`src/hw/rtl/bcfd_pkg.sv`:
```
package bcfd_pkg;

    localparam int unsigned TIME_W = 32;
    localparam int unsigned ID_W   = 11;
    localparam int unsigned LEN_W  = 4;
    localparam int unsigned WORD_W = 32;
    localparam int unsigned HALF_W = 16;
    localparam int unsigned IDX_W  = 8;

    // Packed widths of the stream payloads, rounded up to whole bytes.
    localparam int unsigned S_TDATA_W = 112;
    localparam int unsigned M_TDATA_W = 152;

    typedef enum logic [2:0] {
        EV_NONE    = 3'd0,
        EV_STATUS  = 3'd1,
        EV_LIMITS  = 3'd2,
        EV_ALARM   = 3'd3,
        EV_TIMEOUT = 3'd4
    } event_kind_t;

    localparam logic [IDX_W-1:0] CFG_IDX_TIMEOUT = 8'd0;
    localparam logic [IDX_W-1:0] CFG_IDX_STATUS  = 8'd1;
    localparam logic [IDX_W-1:0] CFG_IDX_LIMITS  = 8'd2;
    localparam logic [IDX_W-1:0] CFG_IDX_ALARM   = 8'd3;

    localparam logic [HALF_W-1:0] TIMEOUT_RST   = 16'd1000;
    localparam logic [ID_W-1:0]   STATUS_ID_RST = 11'h351;
    localparam logic [ID_W-1:0]   LIMITS_ID_RST = 11'h355;
    localparam logic [ID_W-1:0]   ALARM_ID_RST  = 11'h359;
    localparam logic [LEN_W-1:0]  FULL_LEN      = 4'd8;

    typedef struct packed {
        logic [HALF_W-1:0] timeout_ms;
        logic [ID_W-1:0]   status_id;
        logic [ID_W-1:0]   limits_id;
        logic [ID_W-1:0]   alarm_id;
    } cfg_t;

    typedef struct packed {
        logic              req_type;
        logic [TIME_W-1:0] now_ms;
        logic [ID_W-1:0]   frame_id;
        logic [LEN_W-1:0]  frame_len;
        logic [WORD_W-1:0] data_low;
        logic [WORD_W-1:0] data_high;
    } item_t;

    typedef struct packed {
        event_kind_t              event_kind;
        logic                     link_online;
        logic [HALF_W-1:0]        charge_state;
        logic [HALF_W-1:0]        health_state;
        logic signed [HALF_W-1:0] pack_voltage;
        logic signed [HALF_W-1:0] pack_current;
        logic signed [HALF_W-1:0] max_temp;
        logic [HALF_W-1:0]        charge_limit;
        logic [HALF_W-1:0]        discharge_limit;
        logic [HALF_W-1:0]        alarm_word;
        logic [HALF_W-1:0]        fault_word;
        logic                     alarm_changed;
    } result_t;

endpackage

```
`src/hw/rtl/bms_can_frame_decoder.sv`:
```
// Battery-management CAN frame decoder. Each input transaction is either a
// received CAN frame (s_tuser = 0) or a time tick (s_tuser = 1), and each one
// yields exactly one result transaction carrying the event kind on m_tuser and
// the full battery status on m_tdata. An item is registered on entry, then
// decoded and applied to the status registers as its result is written into
// the output register; while m_tready is high a new item is taken every
// cycle. The output register and the input register together let one item
// enter while a finished result still waits on m_tready. The configuration
// channel is always ready and must only be written while no transaction is in
// flight; indexes beyond the alarm identifier are ignored.
module bms_can_frame_decoder
    import bcfd_pkg::*;
(
    input  logic                 aclk,
    input  logic                 aresetn,
    // Input stream.
    input  logic                 s_tvalid,
    output logic                 s_tready,
    // [31:0] now_ms, [42:32] frame_id, [46:43] frame_len, [78:47] data_low,
    // [110:79] data_high, [111] zero.
    input  logic [S_TDATA_W-1:0] s_tdata,
    // [0] req_type.
    input  logic [0:0]           s_tuser,
    // Result stream.
    output logic                 m_tvalid,
    input  logic                 m_tready,
    // [0] link_online, [16:1] charge_state, [32:17] health_state,
    // [48:33] pack_voltage, [64:49] pack_current, [80:65] max_temp,
    // [96:81] charge_limit, [112:97] discharge_limit, [128:113] alarm_word,
    // [144:129] fault_word, [145] alarm_changed, [151:146] zero.
    output logic [M_TDATA_W-1:0] m_tdata,
    // [2:0] event_kind.
    output logic [2:0]           m_tuser,
    // Configuration writes.
    input  logic                 cfg_valid,
    output logic                 cfg_ready,
    input  logic [IDX_W-1:0]     cfg_index,
    input  logic [HALF_W-1:0]    cfg_data
);

    cfg_t    cfg_reg;
    logic    item_valid;
    item_t   item;
    logic    advance;
    result_t result;
    logic    out_valid_reg, out_valid_next;
    result_t out_reg;

    assign cfg_ready = 1'b1;

    always_ff @(posedge aclk) begin
        if (!aresetn) begin
            cfg_reg.timeout_ms <= TIMEOUT_RST;
            cfg_reg.status_id  <= STATUS_ID_RST;
            cfg_reg.limits_id  <= LIMITS_ID_RST;
            cfg_reg.alarm_id   <= ALARM_ID_RST;
        end else if (cfg_valid && cfg_ready) begin
            unique case (cfg_index)
                CFG_IDX_TIMEOUT: cfg_reg.timeout_ms <= cfg_data;
                CFG_IDX_STATUS:  cfg_reg.status_id  <= cfg_data[ID_W-1:0];
                CFG_IDX_LIMITS:  cfg_reg.limits_id  <= cfg_data[ID_W-1:0];
                CFG_IDX_ALARM:   cfg_reg.alarm_id   <= cfg_data[ID_W-1:0];
                default: begin
                end
            endcase
        end
    end

    // An item moves into the core whenever the output register is free or
    // is being emptied in this cycle.
    assign advance = item_valid && (!out_valid_reg || m_tready);

    bcfd_in_reg u_in_reg (
        .aclk       (aclk),
        .aresetn    (aresetn),
        .s_tvalid   (s_tvalid),
        .s_tready   (s_tready),
        .s_tdata    (s_tdata),
        .s_tuser    (s_tuser),
        .advance    (advance),
        .item_valid (item_valid),
        .item       (item)
    );

    bcfd_core u_core (
        .aclk    (aclk),
        .aresetn (aresetn),
        .cfg     (cfg_reg),
        .item    (item),
        .advance (advance),
        .result  (result)
    );

    always_comb begin
        out_valid_next = out_valid_reg;
        if (advance) begin
            out_valid_next = 1'b1;
        end else if (m_tready) begin
            out_valid_next = 1'b0;
        end
    end

    always_ff @(posedge aclk) begin
        if (!aresetn) begin
            out_valid_reg <= 1'b0;
        end else begin
            out_valid_reg <= out_valid_next;
        end
    end

    always_ff @(posedge aclk) begin
        if (advance) begin
            out_reg <= result;
        end
    end

    assign m_tvalid = out_valid_reg;
    assign m_tuser  = out_reg.event_kind;
    assign m_tdata  = {6'b0,
                       out_reg.alarm_changed,
                       out_reg.fault_word,
                       out_reg.alarm_word,
                       out_reg.discharge_limit,
                       out_reg.charge_limit,
                       out_reg.max_temp,
                       out_reg.pack_current,
                       out_reg.pack_voltage,
                       out_reg.health_state,
                       out_reg.charge_state,
                       out_reg.link_online};

endmodule

```
`src/hw/rtl/bcfd_in_reg.sv`:
```
module bcfd_in_reg
    import bcfd_pkg::*;
(
    input  logic                 aclk,
    input  logic                 aresetn,
    input  logic                 s_tvalid,
    output logic                 s_tready,
    input  logic [S_TDATA_W-1:0] s_tdata,
    input  logic [0:0]           s_tuser,
    input  logic                 advance,
    output logic                 item_valid,
    output item_t                item
);

    logic  valid_reg;
    logic  valid_next;
    item_t item_reg;
    logic  take;

    // The slot frees up in the same cycle its item moves into the core.
    assign s_tready = !valid_reg || advance;
    assign take     = s_tvalid && s_tready;

    always_comb begin
        valid_next = valid_reg;
        if (take) begin
            valid_next = 1'b1;
        end else if (advance) begin
            valid_next = 1'b0;
        end
    end

    always_ff @(posedge aclk) begin
        if (!aresetn) begin
            valid_reg <= 1'b0;
        end else begin
            valid_reg <= valid_next;
        end
    end

    always_ff @(posedge aclk) begin
        if (take) begin
            item_reg.req_type  <= s_tuser[0];
            item_reg.now_ms    <= s_tdata[31:0];
            item_reg.frame_id  <= s_tdata[42:32];
            item_reg.frame_len <= s_tdata[46:43];
            item_reg.data_low  <= s_tdata[78:47];
            item_reg.data_high <= s_tdata[110:79];
        end
    end

    assign item_valid = valid_reg;
    assign item       = item_reg;

endmodule

```
`src/hw/rtl/bcfd_core.sv`:
```
module bcfd_core
    import bcfd_pkg::*;
(
    input  logic    aclk,
    input  logic    aresetn,
    input  cfg_t    cfg,
    input  item_t   item,
    input  logic    advance,
    output result_t result
);

    logic              online_reg, online_next;
    logic              latched_reg, latched_next;
    logic [TIME_W-1:0] last_rx_reg, last_rx_next;
    logic [HALF_W-1:0] soc_reg, soc_next;
    logic [HALF_W-1:0] soh_reg, soh_next;
    logic [HALF_W-1:0] voltage_reg, voltage_next;
    logic [HALF_W-1:0] current_reg, current_next;
    logic [HALF_W-1:0] temp_reg, temp_next;
    logic [HALF_W-1:0] chg_limit_reg, chg_limit_next;
    logic [HALF_W-1:0] dis_limit_reg, dis_limit_next;
    logic [HALF_W-1:0] alarm_reg, alarm_next;
    logic [HALF_W-1:0] fault_reg, fault_next;

    logic              frame_ok;
    logic [TIME_W-1:0] elapsed;
    logic              expired;
    event_kind_t       kind;
    logic              changed;

    assign frame_ok = !item.req_type && (item.frame_len == FULL_LEN);
    assign elapsed  = item.now_ms - last_rx_reg;
    assign expired  = elapsed > {{(TIME_W-HALF_W){1'b0}}, cfg.timeout_ms};

    always_comb begin
        online_next    = online_reg;
        latched_next   = latched_reg;
        last_rx_next   = last_rx_reg;
        soc_next       = soc_reg;
        soh_next       = soh_reg;
        voltage_next   = voltage_reg;
        current_next   = current_reg;
        temp_next      = temp_reg;
        chg_limit_next = chg_limit_reg;
        dis_limit_next = dis_limit_reg;
        alarm_next     = alarm_reg;
        fault_next     = fault_reg;
        kind           = EV_NONE;
        changed        = 1'b0;

        if (frame_ok) begin
            // Coinciding identifiers resolve in favor of status, then limits.
            if (item.frame_id == cfg.status_id) begin
                kind         = EV_STATUS;
                soc_next     = item.data_low[15:0];
                soh_next     = item.data_low[31:16];
                voltage_next = item.data_high[15:0];
                current_next = item.data_high[31:16];
            end else if (item.frame_id == cfg.limits_id) begin
                kind           = EV_LIMITS;
                temp_next      = item.data_low[15:0];
                chg_limit_next = item.data_low[31:16];
                dis_limit_next = item.data_high[15:0];
            end else if (item.frame_id == cfg.alarm_id) begin
                kind       = EV_ALARM;
                alarm_next = item.data_low[15:0];
                fault_next = item.data_low[31:16];
                changed    = (alarm_reg != item.data_low[15:0]) ||
                             (fault_reg != item.data_low[31:16]);
            end
            if (kind != EV_NONE) begin
                online_next  = 1'b1;
                latched_next = 1'b0;
                last_rx_next = item.now_ms;
            end
        end else if (item.req_type) begin
            if (online_reg && !latched_reg && expired) begin
                kind         = EV_TIMEOUT;
                online_next  = 1'b0;
                latched_next = 1'b1;
            end
        end
    end

    always_ff @(posedge aclk) begin
        if (!aresetn) begin
            online_reg    <= 1'b0;
            latched_reg   <= 1'b0;
            last_rx_reg   <= '0;
            soc_reg       <= '0;
            soh_reg       <= '0;
            voltage_reg   <= '0;
            current_reg   <= '0;
            temp_reg      <= '0;
            chg_limit_reg <= '0;
            dis_limit_reg <= '0;
            alarm_reg     <= '0;
            fault_reg     <= '0;
        end else if (advance) begin
            online_reg    <= online_next;
            latched_reg   <= latched_next;
            last_rx_reg   <= last_rx_next;
            soc_reg       <= soc_next;
            soh_reg       <= soh_next;
            voltage_reg   <= voltage_next;
            current_reg   <= current_next;
            temp_reg      <= temp_next;
            chg_limit_reg <= chg_limit_next;
            dis_limit_reg <= dis_limit_next;
            alarm_reg     <= alarm_next;
            fault_reg     <= fault_next;
        end
    end

    // The result reports the state as it stands after this transaction.
    always_comb begin
        result.event_kind      = kind;
        result.link_online     = online_next;
        result.charge_state    = soc_next;
        result.health_state    = soh_next;
        result.pack_voltage    = voltage_next;
        result.pack_current    = current_next;
        result.max_temp        = temp_next;
        result.charge_limit    = chg_limit_next;
        result.discharge_limit = dis_limit_next;
        result.alarm_word      = alarm_next;
        result.fault_word      = fault_next;
        result.alarm_changed   = changed;
    end

endmodule

```
`config.mk`:
```
export PLATFORM = sky130hd
export DESIGN_NAME = bms_can_frame_decoder
export DESIGN_NICKNAME = d
export VERILOG_FILES = /design/src/hw/rtl/bcfd_pkg.sv /design/src/hw/rtl/bms_can_frame_decoder.sv /design/src/hw/rtl/bcfd_in_reg.sv /design/src/hw/rtl/bcfd_core.sv
export SDC_FILE = /design/constraint.sdc
export NUM_CORES = 1
export LEC_CHECK = 0
export BUFFER_PORTS_ARGS = -buffer_cell sky130_fd_sc_hd__buf_2
export CELL_PAD_IN_SITES_DETAIL_PLACEMENT = 0
export CELL_PAD_IN_SITES_GLOBAL_PLACEMENT = 1
export CORE_MARGIN = 5
export CORE_UTILIZATION = 40
export CTS_CLUSTER_DIAMETER = 100
export DETAILED_ROUTE_END_ITERATION = 6
export PLACE_DENSITY = 0.82
export SYNTH_ARGS = -nofsm -noshare
export SYNTH_HDL_FRONTEND = slang
export SYNTH_SLANG_ARGS = --single-unit
```
`constraint.sdc`:
```
create_clock -name aclk -period 5.61 [get_ports aclk]
set_clock_uncertainty 0.15 [all_clocks]
set_input_delay 0.2805 -clock aclk [delete_from_list [all_inputs] [get_ports aclk]]
set_output_delay 0.2805 -clock aclk [all_outputs]
set_load 0.05 [all_outputs]
```
==> flow_summary.json, run 1 <==
{
  "outcome": "complete, no violations",
  "cpMaxStageDelayCell": "or4_1",
  "cts_root_buf": "clkbuf_16",
  "yosys_most_used_dff": "edfxtp_1",
  "place_area_mm2": 0.02343,
  "finalHoldViolCount": 0,
  "cp-start-kind": "flop",
  "final_nets": 2345,
  "worstSetupPathType": "reg2reg",
  "clock-sinks": 490,
  "globalplace.congestion": 0.9614,
  "final-max-slew-violation-count": 0,
  "setup_viol": 0,
  "grt_pass1_vias": 14500,
  "p_leak_nw": 10.03,
  "core_mm2": 0.05266,
  "rsz0062_at_grt": "no",
  "gr-usage-all-layers": 0.1709,
  "utilization": 0.5034,
  "drv_cap": 0,
  "drc": 0,
  "hpwl_um": 34430,
  "multi_input_area_mm2": 0.008362,
  "period_needed_ns": 4.974,
  "worst_slew_pin_slew_ns": 1.127,
  "crit_path_end_kind": "flop",
  "r2r_setup_slack_ns": 0.64,
  "max-slew-margin-rel": 0.2486,
  "yosysUniqueCellTypes": 63,
  "arrival_ns": 5.14,
  "area_growth_pct": 24.23,
  "cts_tree": "done",
  "postCtsSetupRepairBufs": 0,
  "cts_buffers": 52,
  "cts-htree-levels": 2,
  "clock_latency_ns": 0.60,
  "r2r_cells": 17,
  "grt_max_degree": 156,
  "fin_tns_setup_ns": 0,
  "hold_class": "in2reg",
  "netlist_area_mm2": 0.02134,
  "dieArea_mm2": 0.05806,
  "design_area_mm2": 0.02651,
  "yosysSeqAreaShare": 0.5822,
  "grt_pass1_wl_um": 79000,
  "die_w_um": 241.0,
  "io_buffers": 291,
  "path_cells": "ha_1, a21o_1, a21oi_1, a21oi_1, nor2b_1, o21ai_0, xor2_1, ha_1, a21o_1, a21o_1, a221oi_1, mux2_2, a31oi_1, or4_1, or3_1, nor4_2, nor3_1",
  "worstReg2RegEnd": "m_tuser[2]$_SDFFCE_PP0P_",
  "rows": 84,
  "wl_per_cell_um": 17.76,
  "clkTransAtPathRegs_ns": 0.06,
  "clock.fmax_ghz": 0.2011,
  "cp.required_ns": 5.77,
  "die_h_um": 241.0,
  "cpPeakStageDelay_ns": 0.53,
  "postSynthAreaPerCell_um2": 12.16,
  "regArea_mm2": 0.01242,
  "post-synth-top-area-cell": "edfxtp_1",
  "cts_resized": 0,
  "synth_top_area_share": 0.3673,
  "hold_buffers": 131,
  "ant_nets": 0,
  "ys_warn_count": 0,
  "ir_worst_vdd_uv": 229.1,
  "grt.overflow.total": 0,
  "largest_register_ffs": 146,
  "synthTopCellsByArea": "edfxtp_1 37%, dfxtp_1 21%, mux2_2 7.8%, mux2i_1 6.8%, nor2b_1 4.5%",
  "min-delay-start": "aresetn",
  "antenna_found_initial": 2,
  "synth_most_common_cell": "edfxtp_1",
  "dr_total_vias": 14370,
  "vias_per_cell": 4.979,
  "cp_max_fo": 5,
  "cts_buffer_depth": 3,
  "synthCells": 1754,
  "power.total_w": 0.008125,
  "power.density_mw_per_mm2": 306.5,
  "min_path_cells": 2,
  "dr.pass1.iters": 5,
  "drive_above_1_share": 0.2520,
  "wl_um": 51260,
  "holdPathEnd": "cfg_reg[19]$_SDFFE_PN1P_",
  "io_pins": 300,
  "async_flop_share": 0,
  "n_fill_cell": 4578,
  "r2r-start": "u_in_reg.item[82]$_DFFE_PP_",
  "synth_edf_count": 261,
  "initial_utilization": 0.4052,
  "crit_top_cell": "a21o_1",
  "synth_common_cells": "261 x edfxtp_1, 229 x dfxtp_1, 193 x nand2_1",
  "first_iter_violations": 865,
  "ys_ff_latch": 490,
  "final.period_utilization": 0.8865
}
==> per-stage QoR <==
stage	setup WS, ns	hold WS [ns]	cells
floorplan	1.113	0.2294	1759
global placement	0.7378	0.3040	2658
detailed placement	0.7064	0.3086	2658
CTS	0.6712	0.07929	2886
global route	0.3286	0.1201	2886
finish	0.6365	0.06087	2887
==> worst max-delay path by stage <==
stage	from	to	slack, ns
detailed placement	u_in_reg.item[79]$_DFFE_PP_	m_tuser[2]$_SDFFCE_PP0P_	0.71
global route	u_in_reg.item[82]$_DFFE_PP_	m_tuser[2]$_SDFFCE_PP0P_	0.33
floorplan	u_in_reg.item[79]$_DFFE_PP_	m_tuser[2]$_SDFFCE_PP0P_	1.11
CTS	u_in_reg.item[82]$_DFFE_PP_	m_tuser[2]$_SDFFCE_PP0P_	0.67
finish	u_in_reg.item[82]$_DFFE_PP_	m_tuser[2]$_SDFFCE_PP0P_	0.64
global placement	u_in_reg.item[79]$_DFFE_PP_	m_tuser[2]$_SDFFCE_PP0P_	0.74
==> area by class of cell <==
class,count,area share
flip-flops and latches,490,0.4687
multi-input cells,1122,0.3155
repair buffers,434,0.1090
clock buffers,71,0.05599
well taps,688,0.03248
clock inverters,26,0.01053
inverters,55,0.007789
diodes,1,0.00009441
==> critical path: cells and delay by family (launching register included) <==
kind	cells	cell delay (ns)
multiplexers	1	0.21
XOR/XNOR	1	0.16
adder cells (fa/ha/maj)	2	0.68
AND/OR/NAND/NOR	5	1.57
flip-flops	1	0.40
AO/OA/AOI/OAI	8	1.52
==> routing by layer <==
metal / vias up / global-route usage / share of wire
met1: 6894 / 0.2284 / 0.44
met3: 97 / 0.02868 / 0.051
met2: 363 / 0.2870 / 0.48
met5: - / 0 / 0
li1: 7019 / - / -
met4: 0 / 0.05300 / 0.030
==> placed cells by master, fill, tap and decap left out, types with 5 or more instances in the layout <==
| cell type | n |
|---|---|
| a21oi_1 | 39 |
| nor3_1 | 11 |
| nand3_1 | 30 |
| clkinv_2 | 9 |
| xor2_1 | 23 |
| or3_1 | 7 |
| conb_1 | 7 |
| clkbuf_16 | 53 |
| buf_4 | 10 |
| xnor2_1 | 66 |
| o21ai_0 | 22 |
| inv_1 | 55 |
| edfxtp_1 | 261 |
| nand2_1 | 193 |
| nor2_1 | 33 |
| o21a_1 | 8 |
| nor2b_1 | 151 |
| buf_2 | 290 |
| nand4_1 | 25 |
| o21ai_1 | 7 |
| dfxtp_1 | 229 |
| clkbuf_1 | 9 |
| clkbuf_8 | 9 |
| clkinvlp_4 | 6 |
| mux2i_1 | 145 |
| ha_1 | 47 |
| and3_1 | 5 |
| mux2_2 | 147 |
| dlygate4sd3_1 | 131 |
| nor4_1 | 8 |
| a21boi_0 | 59 |
| o211ai_1 | 11 |
| a21o_1 | 16 |
==> cell families after synthesis <==
| family | Yosys count | share of synthesized area |
|---|---|---|
| flip-flops | 490 | 0.5822 |
| adder cells (fa/ha/maj) | 48 | 0.02850 |
| AND/OR/NAND/NOR | 492 | 0.1171 |
| XOR/XNOR | 89 | 0.03653 |
| other | 2 | 0.0003520 |
| AO/OA/AOI/OAI | 194 | 0.06158 |
| buffers and inverters | 147 | 0.02809 |
| multiplexers | 292 | 0.1456 |
==> where the power goes <==
group          total (W)  leakage, nW  switching (W)  internal, W
combinational   0.000708         4.84       0.000445     0.000263
sequential       0.00393         4.34      0.0000598      0.00387
clock            0.00348        0.854        0.00143      0.00205
total            0.00812         10.0        0.00194      0.00619
Power figures use the tool's default switching activity.
==> run 2, diff against run 1 <==
--- a/config.mk
+++ b/config.mk
@@ -8,7 +8,6 @@
 export BUFFER_PORTS_ARGS = -buffer_cell sky130_fd_sc_hd__buf_2
 export CELL_PAD_IN_SITES_DETAIL_PLACEMENT = 0
 export CELL_PAD_IN_SITES_GLOBAL_PLACEMENT = 1
-export CORE_MARGIN = 5
 export CORE_UTILIZATION = 40
 export CTS_CLUSTER_DIAMETER = 100
 export DETAILED_ROUTE_END_ITERATION = 6
==> run 2 against run 1 <==
Sequential share of layout area did not move; first-iteration DRC count fell by 11%; critical path depth did not move; power rose by 0.66%; sequential cell count did not move; final area did not move; global-route usage rose by 1.3 points; largest cell class unchanged.
==> flow_summary.json, run 2 (synthesized netlist as in run 1, its figures left out) <==
{
  "outcome": "complete, no violations",
  "clock-sinks": 490,
  "fin_tns_setup_ns": 0,
  "clock_latency_ns": 0.61,
  "design_area_mm2": 0.02651,
  "setup_viol": 0,
  "p_leak_nw": 10.03,
  "r2r_setup_slack_ns": 0.66,
  "min-delay-start": "aresetn",
  "grt_pass1_wl_um": 77960,
  "cts-htree-levels": 2,
  "period_needed_ns": 4.953,
  "cts_buffers": 52,
  "final_cell_mix": "290 x buf_2, 261 x edfxtp_1, 229 x dfxtp_1, 193 x nand2_1, 151 x nor2b_1",
  "power.total_w": 0.008178,
  "clkTransAtPathRegs_ns": 0.07,
  "min_path_cells": 2,
  "layout_commonest_cell": "buf_2",
  "cp_max_fo": 5,
  "clock.fmax_ghz": 0.2019,
  "wl_per_cell_um": 17.66,
  "hold_class": "in2reg",
  "antenna_found_initial": 1,
  "final.period_utilization": 0.8828,
  "drc": 0,
  "place_area_mm2": 0.02343,
  "area_growth_pct": 24.23,
  "die_h_um": 233.0,
  "final-max-slew-violation-count": 0,
  "cts_tree": "done",
  "holdPathEnd": "u_core.last_rx_reg[11]$_SDFFE_PN0P_",
  "wl_um": 51000,
  "grt_pass1_vias": 14290,
  "first_iter_violations": 769,
  "grt.overflow.total": 0,
  "core_mm2": 0.05266,
  "initial_utilization": 0.4052,
  "final_nets": 2345,
  "cp-start-kind": "flop",
  "cts_root_buf": "clkbuf_16",
  "cts_resized": 0,
  "largest_register_ffs": 146,
  "ant_nets": 0,
  "max-slew-margin-rel": 0.2604,
  "hpwl_um": 33430,
  "cts_buffer_depth": 3,
  "crit_path_end_kind": "flop",
  "gr-usage-all-layers": 0.1840,
  "finalHoldViolCount": 0,
  "power.density_mw_per_mm2": 308.5,
  "io_buffers": 291,
  "dr_total_vias": 14300,
  "rsz0062_at_grt": "no",
  "dieArea_mm2": 0.05427,
  "arrival_ns": 5.14,
  "r2r_cells": 17,
  "drive_above_1_share": 0.2497,
  "io_pins": 300,
  "grt_max_degree": 144,
  "r2r-start": "u_in_reg.item[82]$_DFFE_PP_",
  "worst_slew_pin_slew_ns": 1.109,
  "worstReg2RegEnd": "m_tuser[2]$_SDFFCE_PP0P_",
  "drv_cap": 0,
  "worstSetupPathType": "reg2reg",
  "ir_worst_vdd_uv": 230.1,
  "rows": 84,
  "vias_per_cell": 4.950,
  "cp.required_ns": 5.80,
  "die_w_um": 233.0,
  "globalplace.congestion": 0.9021,
  "dr.pass1.iters": 4
}
==> run 2: cell count changes in the layout (fill, tap and decap cells not counted) <==
cell	before	now
clkinvlp_4	6	3
clkinv_16	0	1
clkbuf_1	9	12
clkinv_2	9	11
clkinv_8	0	1
clkbuf_8	9	1
inv_6	2	3
inv_16	2	1
bufinv_16	4	7
clkbuf_16	53	52
clkinv_1	3	6
==> run 2: timing repair <==
| action | CTS | global route |
|---|---|---|
| hold buffers | 131 | 0 |
| setup buffers | 0 | 0 |
| hold endpoints to repair | 172 | 0 |
==> run 2: cell type report <==
cell class              instances  area [um2]
clock inverters                33       402.9
flip-flops and latches        490       12420
diodes                          1       2.502
clock buffers                  65        1360
multi-input cells            1122        8362
inverters                      55       206.4
repair buffers                434        2889
fillers                      4560       26150
well taps                     688       860.8
==> run 2: critical path, cell delays in order (launching register included) <==
cell      delay [ns]
edfxtp_1        0.40
ha_1            0.39
a21o_1          0.19
a21oi_1         0.29
a21oi_1         0.16
nor2b_1         0.34
o21ai_0         0.17
xor2_1          0.16
ha_1            0.31
a21o_1          0.17
a21o_1          0.17
a221oi_1        0.32
mux2_2          0.21
a31oi_1         0.06
or4_1           0.51
or3_1           0.32
nor4_2          0.31
nor3_1          0.07
==> run 2: worst max-delay path by stage <==
stage	from	endpoint	slack (ns)	cells after the start
2_1_floorplan	u_in_reg.item[79]$_DFFE_PP_	m_tuser[2]$_SDFFCE_PP0P_	1.11	19
3_3_place_gp	u_in_reg.item[79]$_DFFE_PP_	m_tuser[2]$_SDFFCE_PP0P_	0.74	19
3_5_place_dp	u_in_reg.item[79]$_DFFE_PP_	m_tuser[2]$_SDFFCE_PP0P_	0.67	19
4_1_cts	u_in_reg.item[79]$_DFFE_PP_	m_tuser[2]$_SDFFCE_PP0P_	0.66	19
5_1_grt	u_in_reg.item[82]$_DFFE_PP_	m_tuser[2]$_SDFFCE_PP0P_	0.37	17
6_report	u_in_reg.item[82]$_DFFE_PP_	m_tuser[2]$_SDFFCE_PP0P_	0.66	17
==> run 2: routing by layer <==
metal,global-route usage,share of wire,up-vias
met3,0.03284,0.047,79
met5,0,0,-
met2,0.3172,0.49,349
met4,0.05025,0.022,0
met1,0.2355,0.44,6854
li1,-,-,7014
==> run 2: power by group <==
group	internal, W	switching [W]
Combinational	0.000263	0.000448
Clock	0.00206	0.00148
Sequential	0.00387	0.0000540
==> run 2: stage by stage <==
| step | instances | setup WS [ns] | utilization | hold slack [ns] |
|---|---|---|---|---|
| floorplan | 1759 | 1.113 | - | 0.2294 |
| CTS | 2887 | 0.6633 | 0.5033 | 0.07060 |
| global route | 2887 | 0.3684 | 0.5033 | 0.1319 |
| detailed placement | 2658 | 0.6708 | 0.4449 | 0.3086 |
| finish | 2888 | 0.6573 | 0.5034 | 0.1017 |
| global placement | 2658 | 0.7429 | 0.4449 | 0.3023 |
==> run 3, diff against run 2 <==
--- a/config.mk
+++ b/config.mk
@@ -11,7 +11,7 @@
 export CORE_UTILIZATION = 40
 export CTS_CLUSTER_DIAMETER = 100
 export DETAILED_ROUTE_END_ITERATION = 6
-export PLACE_DENSITY = 0.82
+export PLACE_DENSITY = 0.84
 export SYNTH_ARGS = -nofsm -noshare
 export SYNTH_HDL_FRONTEND = slang
 export SYNTH_SLANG_ARGS = --single-unit
==> run 3 against run 2 <==
Cell count is essentially flat; combinational power is essentially flat; clock power shrank 6.2%; via count shrank 0.27%; register-to-register slack is essentially flat; worst hold slack lost 0.021 ns; global-route usage shrank 0.15 points; non-clock buffer count grew 1; sequential power is essentially flat; sequential cell count is the same; critical endpoint unchanged; count of clock-buffer cells in the layout grew 9.
==> flow_summary.json, run 3 (synthesized netlist as in run 1, its figures left out) <==
{
  "cts_tree": "done",
  "final_cell_mix": "290 x buf_2, 261 x edfxtp_1, 229 x dfxtp_1, 193 x nand2_1, 151 x nor2b_1",
  "drv_cap": 0,
  "rsz0062_at_grt": "no",
  "finalHoldViolCount": 0,
  "rows": 84,
  "worst_slew_pin_slew_ns": 1.101,
  "worstSetupPathType": "reg2reg",
  "n_fill_cell": 4547,
  "outcome": "complete, no violations",
  "hpwl_um": 33510,
  "crit_path_end_kind": "flop",
  "final-max-slew-violation-count": 0,
  "globalplace.congestion": 0.9164,
  "p_sw_w": 0.001919,
  "pwr-share-comb": 0.089,
  "utilization": 0.5014,
  "fin_tns_setup_ns": 0,
  "antenna_cells": 0,
  "io_buffers": 291,
  "cts_resized": 0,
  "wl_per_cell_um": 17.48,
  "cp_max_fo": 5,
  "max-slew-margin-rel": 0.2661,
  "io_pins": 300,
  "ir_worst_vdd_uv": 267.2,
  "cts-htree-levels": 2,
  "drc": 0,
  "dr.pass1.iters": 5,
  "clock_power_share": 0.417,
  "place_area_mm2": 0.02342,
  "arrival_ns": 5.15,
  "die_w_um": 233.0,
  "antenna_found_initial": 2,
  "clock_latency_ns": 0.60,
  "drive_above_1_share": 0.2475,
  "swShare": 0.2411,
  "die_h_um": 233.0,
  "clock-sinks": 490,
  "cts_buffers": 51,
  "largest_register_ffs": 146,
  "ant_nets": 0,
  "grt.overflow.total": 0,
  "layout_commonest_cell": "buf_2",
  "core_mm2": 0.05266,
  "p_leak_nw": 9.988,
  "power.density_mw_per_mm2": 301.5,
  "final_nets": 2345,
  "gr-usage-all-layers": 0.1824,
  "design_area_mm2": 0.02640,
  "cts_root_buf": "clkbuf_16",
  "dieArea_mm2": 0.05427,
  "final.period_utilization": 0.8848,
  "period_needed_ns": 4.964,
  "vias_per_cell": 4.940,
  "share_seq_of_total_power": 0.494,
  "clock.fmax_ghz": 0.2015,
  "first_iter_violations": 780,
  "cp-start-kind": "flop",
  "grt_pass1_vias": 14220,
  "cts_buffer_depth": 3,
  "setup_viol": 0,
  "grt_pass1_wl_um": 77510,
  "hold_class": "in2reg",
  "initial_utilization": 0.4052,
  "cp.required_ns": 5.80,
  "p_int_w": 0.006041,
  "dr_total_vias": 14260,
  "wl_um": 50440,
  "area_growth_pct": 23.74,
  "clkTransAtPathRegs_ns": 0.06,
  "grt_max_degree": 164
}
run 3: cell count changes in the layout (fill, tap and decap cells not counted), sizes merged:
cell / change
inv: -3
diode: -1
bufinv: -4
clkinv: -1
buf: +1
clkinvlp: -3
clkbuf: +9
run 3: per-layer routing:
| layer | share of wire | vias to the layer above | GRT usage |
|---|---|---|---|
| li1 | - | 7011 | - |
| met1 | 0.44 | 6792 | 0.2328 |
| met2 | 0.48 | 371 | 0.3110 |
| met3 | 0.052 | 82 | 0.03235 |
| met4 | 0.025 | 2 | 0.05964 |
| met5 | 0.00024 | - | 0 |
run 3: repair_timing:
action / 4_1_cts / 5_1_grt
buffers inserted: 0 / 0
hold buffers: 131 / 0
endpoints found under the hold margin: 173 / 0
run 3: through the flow:
stage	worst slack, ns	power, W	cells	hold slack, ns
floorplan	1.113	0.004442	1759	0.2294
global placement	0.6763	0.004635	2659	0.3037
detailed placement	0.6192	0.004642	2659	0.3086
CTS	0.6346	0.008057	2886	0.05974
global route	0.3212	0.008238	2886	0.1094
finish	0.6461	0.007960	2886	0.08077
run 3: path summary, 6_finish.rpt:
kind                                                           from                                   to  slack, ns  cells past startpoint
worst max-delay path                    u_in_reg.item[82]$_DFFE_PP_             m_tuser[2]$_SDFFCE_PP0P_       0.65                     17
worst max register to register          u_in_reg.item[82]$_DFFE_PP_             m_tuser[2]$_SDFFCE_PP0P_       0.65                     17
worst min-delay path                                        aresetn             cfg_reg[40]$_SDFFE_PN1P_       0.08                      2
worst min register to register  u_core.last_rx_reg[16]$_SDFFE_PN0P_  u_core.last_rx_reg[16]$_SDFFE_PN0P_       0.31                      2
run 3: area by class of cell:
class,count,area [um2],area share
Sequential cell,490,12420,0.4705
Multi-Input combinational cell,1122,8362,0.3167
Timing Repair Buffer,435,2884,0.1092
Clock buffer,74,1413,0.05351
Tap cell,688,860.8,0.03261
Clock inverter,22,252.7,0.009573
Inverter,55,206.4,0.007820
run 3: critical path, stage by stage (launching register included):
cell,delay [ns]
edfxtp_1,0.42
ha_1,0.38
a21o_1,0.18
a21oi_1,0.25
a21oi_1,0.15
nor2b_1,0.31
o21ai_0,0.16
xor2_1,0.17
ha_1,0.31
a21o_1,0.16
a21o_1,0.17
a221oi_1,0.34
mux2_2,0.21
a31oi_1,0.06
or4_1,0.53
or3_1,0.33
nor4_2,0.36
nor3_1,0.08
run 3: power groups by stage:
stage	clock, W	sequential, W	combinational [W]
after CTS	0.00342	0.00393	0.000709
final	0.00332	0.00393	0.000708
after global routing	0.00354	0.00394	0.000757
after global placement	0	0.00400	0.000632
after floorplan	0	0.00415	0.000294
after detailed placement	0	0.00401	0.000636
